File: src/rtl/cms_pkg.sv
// package for the count-min sketch: widths, command codes, hash constants
// and the structs passed between the front and back parts
// no dependencies
`timescale 1ns / 1ps
`default_nettype none

package cms_pkg;

    // payload widths
    localparam int CMD_W   = 2;
    localparam int ITEM_W  = 32;
    localparam int COUNT_W = 32;

    // default sketch geometry
    localparam int ROWS_DEFAULT    = 4;
    localparam int BUCKETS_DEFAULT = 128;

    // depth of the queue between front and back
    localparam int QUEUE_DEPTH = 2;

    // finalizer constants
    localparam logic [ITEM_W-1:0] MIX_C1 = 32'h85eb_ca6b;
    localparam logic [ITEM_W-1:0] MIX_C2 = 32'hc2b2_ae35;
    localparam int MIX_SHIFT_A = 16;
    localparam int MIX_SHIFT_B = 13;

    // command codes
    typedef enum logic [CMD_W-1:0] {
        CMD_INSERT = 2'd0,
        CMD_REMOVE = 2'd1,
        CMD_QUERY  = 2'd2
    } cmd_t;

    // one queued operation
    typedef struct packed {
        cmd_t              op;
        logic [ITEM_W-1:0] item;
    } op_t;

    // head of the queue as seen by the back part
    typedef struct packed {
        logic valid;
        op_t  entry;
    } queue_head_t;

    // status reported by the back part
    typedef struct packed {
        logic clearing;
    } back_status_t;

endpackage

`default_nettype wire

File: src/rtl/cms_if.sv
// valid/ready channel interfaces for the count-min sketch
// depends on cms_pkg
`timescale 1ns / 1ps
`default_nettype none

// command channel: command and item
interface cms_cmd_if;
    logic                         valid;
    logic                         ready;
    logic [cms_pkg::CMD_W-1:0]    command;
    logic [cms_pkg::ITEM_W-1:0]   item;

    modport source (output valid, output command, output item, input ready);
    modport sink   (input valid, input command, input item, output ready);
endinterface


`default_nettype wire

File: src/rtl/cms_front.sv
// front part of the count-min sketch: takes command transactions, drops
// the unused code and queues the rest for the back part
// depends on cms_pkg and cms_if
`timescale 1ns / 1ps
`default_nettype none

module cms_front (
    input  wire                    clk,
    input  wire                    rst_n,
    cms_cmd_if.sink                cmd,
    input  cms_pkg::back_status_t  status,
    output cms_pkg::queue_head_t   head,
    input  wire                    pop
);

    localparam int QPW = (cms_pkg::QUEUE_DEPTH > 1) ? $clog2(cms_pkg::QUEUE_DEPTH) : 1;
    localparam int QCW = $clog2(cms_pkg::QUEUE_DEPTH + 1);

    cms_pkg::op_t     slots [cms_pkg::QUEUE_DEPTH];
    logic [QPW-1:0]   wr_ptr_reg, wr_ptr_next;
    logic [QPW-1:0]   rd_ptr_reg, rd_ptr_next;
    logic [QCW-1:0]   count_reg, count_next;
    logic             accept;
    logic             is_op;
    logic             push;

    // classify the incoming transaction
    assign cmd.ready = !status.clearing && (count_reg != QCW'(cms_pkg::QUEUE_DEPTH));
    assign accept    = cmd.valid && cmd.ready;
    assign is_op     = (cmd.command == cms_pkg::CMD_INSERT)
                    || (cmd.command == cms_pkg::CMD_REMOVE)
                    || (cmd.command == cms_pkg::CMD_QUERY);
    assign push      = accept && is_op;

    // queue head
    assign head.valid = (count_reg != '0);
    assign head.entry = slots[rd_ptr_reg];

    // pointer and fill count update
    always_comb
    begin
        wr_ptr_next = wr_ptr_reg;
        rd_ptr_next = rd_ptr_reg;
        count_next  = count_reg;
        if (push)
        begin
            wr_ptr_next = (wr_ptr_reg == QPW'(cms_pkg::QUEUE_DEPTH - 1)) ? '0
                                                                         : wr_ptr_reg + 1'b1;
        end
        if (pop)
        begin
            rd_ptr_next = (rd_ptr_reg == QPW'(cms_pkg::QUEUE_DEPTH - 1)) ? '0
                                                                         : rd_ptr_reg + 1'b1;
        end
        unique case ({push, pop})
            2'b10:   count_next = count_reg + 1'b1;
            2'b01:   count_next = count_reg - 1'b1;
            default: count_next = count_reg;
        endcase
    end

    // control registers
    always_ff @(posedge clk or negedge rst_n)
    begin
        if (!rst_n)
        begin
            wr_ptr_reg <= '0;
            rd_ptr_reg <= '0;
            count_reg  <= '0;
        end
        else
        begin
            wr_ptr_reg <= wr_ptr_next;
            rd_ptr_reg <= rd_ptr_next;
            count_reg  <= count_next;
        end
    end

    // queue storage
    always_ff @(posedge clk)
    begin
        if (push)
        begin
            slots[wr_ptr_reg] <= '{op: cms_pkg::cmd_t'(cmd.command), item: cmd.item};
        end
    end

endmodule

`default_nettype wire

File: src/flat_wrapper.sv
// flat-port wrapper written by rule: the top's interface ports become plain ports
module cms_front_flat 
  (clk, rst_n, status, head, pop, cmd_valid, cmd_command, cmd_item, cmd_ready);
  cms_cmd_if cmd_i ();
  input  wire clk;
  input  wire rst_n;
  input  cms_pkg::back_status_t status;
  output cms_pkg::queue_head_t head;
  input  wire pop;
  input wire logic [$bits(cmd_i.valid)-1:0] cmd_valid;
  input wire logic [$bits(cmd_i.command)-1:0] cmd_command;
  input wire logic [$bits(cmd_i.item)-1:0] cmd_item;
  output wire logic [$bits(cmd_i.ready)-1:0] cmd_ready;
  assign cmd_i.valid = cmd_valid;
  assign cmd_i.command = cmd_command;
  assign cmd_i.item = cmd_item;
  assign cmd_ready = cmd_i.ready;
  cms_front u_core (.clk(clk), .rst_n(rst_n), .cmd(cmd_i), .status(status), .head(head), .pop(pop));
endmodule
File: config.mk
export PLATFORM = sky130hd
export DESIGN_NAME = cms_front_flat
export DESIGN_NICKNAME = d
export VERILOG_FILES = /design/src/rtl/cms_pkg.sv /design/src/rtl/cms_if.sv /design/src/rtl/cms_front.sv /design/src/flat_wrapper.sv
export SDC_FILE = /design/constraint.sdc
export NUM_CORES = 1
export LEC_CHECK = 0
export BUFFER_PORTS_ARGS = -buffer_cell sky130_fd_sc_hd__buf_4
export CAP_MARGIN = 10
export CORE_ASPECT_RATIO = 0.75
export CORE_MARGIN = 5
export CORE_UTILIZATION = 51
export DETAILED_ROUTE_END_ITERATION = 8
export HOLD_SLACK_MARGIN = 0.02
export PLACE_DENSITY = 0.79
export RECOVER_POWER = 100
export SLEW_MARGIN = 20
export SYNTH_ARGS = -nofsm -noshare
export SYNTH_HDL_FRONTEND = slang
export SYNTH_SLANG_ARGS = --single-unit
File: constraint.sdc
create_clock -name clk -period 3.7 [get_ports clk]
set_input_delay 0.37 -clock clk [delete_from_list [all_inputs] [get_ports clk]]
set_output_delay 0.37 -clock clk [all_outputs]
set_load 0.05 [all_outputs]
==> flow_summary.yaml <==
outcome:
  outcome: "finished with violations"
  violations: "max-capacitance violations, max-slew violations"
clock_tree:
  cts.path.max_buffers: 2
  ctsHoldBuffers: 1
  cts_setup_buffers: 0
  htreeDepth: 3
  numCtsBuffers: 9
  cts_root_buf: "clkbuf_8"
  cts_tree: "done"
  cts.clk_slew.worst_paths_ps: 70
  clkLatencyLatePin_ps: 330
  cts_sinks: 72
  cts_resized: 0
run:
  maxCapViolations: 2
layout:
  drive_gt1_share_pct: 35.2
  fin_area_um2: 3290
  finalNetCount: 248
  syn_to_final_growth_pct: 22.6
  num-fill-cells: 398
  antennaDiodeCount: 0
  finish.utilization_pct: 65.7
  largest_reg_flops: 68
power_and_ir_drop:
  power_frac_seq_pct: 41.8
  total_power_mw: 2.55
  p_per_area_nw_per_um2: 773
  power.internal_mw: 1.54
  clkPwrFrac_pct: 20.8
  ir_drop_mv: 0.432
  p_sw_mw: 1.01
  leakagePower_nw: 1.13
  power.share.switching_pct: 39.5
  combPwrFrac_pct: 37.4
sta:
  worst_pin_slew_ps: 1700
  fin_crit_ps: 2620
  hold_viol_final: 0
  period_share_pct: 70.8
  final.setup_skew_ps: 6.71
  report.final.slew_viol_count: 70
  fmax_mhz: 382
  rsz0062_at_grt: "no"
  relSlewSlack_pct: -13.7
  fin_setup_tns_ps: 0
  final-setup-viol-count: 0
logic_synthesis:
  ys_warn_count: 0
  synth-xor-area-share_pct: 1.91
  syn_area_um2: 2690
  synth_top_family_by_area: "multiplexers"
  synth_mux_area_share_pct: 14.3
  syn_avg_cell_area_um2: 21.5
  synthTopCellsByCount: "edfxtp_1 (68), mux2_2 (34), dfrtp_1 (4)"
  yosysTopAreaCell: "edfxtp_1"
  synth-edff-count: 68
  yosysMostFrequentCell: "edfxtp_1"
  synth_compound_area_share_pct: 1.21
  synth_area_leaders: "edfxtp_1 (76%), mux2_2 (14%), dfrtp_1 (3.7%)"
  synthArstFlopShare_pct: 5.56
  synthAdderAreaFrac_pct: 0.466
  synthCells: 125
  yosys.area.top_type_share_pct: 76.0
  synth_cell_types: 16
  yosysSeqAreaShare_pct: 79.8
  ys.flop_type: "edfxtp_1"
  yosys.area_share.simple_pct: 0.652
  ys_ff_latch: 72
  synthesis.nets: 165
drt:
  vias: 1383
  wl_per_cell_um: 16.7
  drtIter0Drc: 65
  avgViaCountPerCell: 4.85
  wirelength_um: 4760
  ant_nets: 0
  drt_pass1_iterations: 4
  drc: 0
critical_path:
  rr_startpoint: "u_core.count_reg[0]$_DFFE_PN0P_"
  crit_arrival_ps: 2540
  rrSetupSlack_ps: 1080
  start_kind: "flip-flop"
  r2r_cells: 3
  path_class: "flip-flop to flip-flop"
  timing.rr.end: "u_core.slots[0][29]$_DFFE_PP_"
  worstPathRequired_ps: 3620
  endpoint_kind: "flip-flop"
  crit_fanout: 34
floorplanning:
  die_h_um: 72.8
  pin_count: 75
  coreArea_um2: 5010
  row_count: 22
  die_area_um2: 6830
  floorplan.initialDensity_pct: 53.6
  dieWidth_um: 93.8
global_route:
  grt_overflow: 0
  track_usage_pct: 15.0
  grt_pass1_vias: 1554
  antenna_found_initial: 0
  grt_pass1_wl_um: 7510
  grt_max_degree: 35
min_path:
  min_delay_path_depth: 2
  hp-class: "input pin to flip-flop"
  hold_start: "pop"
  holdPathEnd: "u_core.rd_ptr_reg$_DFFE_PN0P_"
place:
  place_area_um2: 3310
  gp_congestion: 0.740
  io_buffers: 74
  hpwlAfterDp_um: 3320
stage by stage:
stage	setup slack [ps]	hold slack, ps	cells
2_1_floorplan	956	74.4	125
3_3_place_gp	1580	168	268
3_5_place_dp	1500	169	268
4_1_cts	1220	196	285
5_1_grt	883	201	285
6_report	1080	223	285
cell families after synthesis:
kind of cell / after synthesis
XOR/XNOR: 5
buffers and inverters: 6
AND/OR/NAND/NOR: 4
AO/OA/AOI/OAI: 3
adder cells (fa/ha/maj): 1
multiplexers: 34
flip-flops: 72
worst max-delay path, stage by stage (launching register included):
cell and delay (ps):
dfrtp_1 420, inv_1 90, a211o_1 390, nor2_2 1290
power by group through the flow:
stage	logic (mW)	registers [mW]	clock network (mW)
global route	1.01	1.08	0.580
global placement	1.07	1.08	0
finish	0.954	1.06	0.529
floorplan	0.843	1.05	0
detailed placement	1.09	1.09	0
CTS	1.10	1.07	0.545
cell type report:
class                      instances  area (um2)  share of cell area (%)
timing repair buffer              76         389                    11.8
clock buffer                      15         166                    5.05
tap                               72        90.1                    2.74
sequential                        72        2140                    65.0
inverter                           2        7.51                   0.228
multi-input combinational         47         493                    15.0
clock inverter                     1        5.00                   0.152
worst max path at each step:
stage                                                from                       endpoint  slack (ps)  cells after the start
final                     u_core.count_reg[0]$_DFFE_PN0P_  u_core.slots[0][29]$_DFFE_PP_        1080                      3
after global placement                     cmd_command[0]   u_core.slots[0][1]$_DFFE_PP_        1580                      4
after floorplan                                 cmd_valid   u_core.slots[0][0]$_DFFE_PP_         960                      3
after CTS                   u_core.rd_ptr_reg$_DFFE_PN0P_                       head[18]        1220                      3
after global routing      u_core.count_reg[0]$_DFFE_PN0P_  u_core.slots[1][18]$_DFFE_PP_         880                      3
after detailed placement                   cmd_command[0]   u_core.slots[1][0]$_DFFE_PP_        1500                      4
routing by layer:
metal	vias up	routed length, um	GRT usage, %
met5	-	0	0
met4	0	52	5.29
met3	8	460	7.53
met2	59	2340	25.0
met1	665	1900	16.7
li1	651	-	-
cells in the final DEF, fill, tap and decap left out:
master          n
a211o_1         1
a21bo_2         1
a21oi_1         1
buf_4           7
clkbuf_1       53
clkbuf_4       19
clkbuf_8       11
clkinv_2        1
dfrtp_1         4
dlygate4sd3_1   1
edfxtp_1       68
ha_1            1
inv_1           2
mux2_1          2
mux2_2         32
nor2_1          1
nor2_2          2
or2_2           1
xnor2_1         2
xnor2_2         1
xor2_1          2
Power figures use the tool's default switching activity.
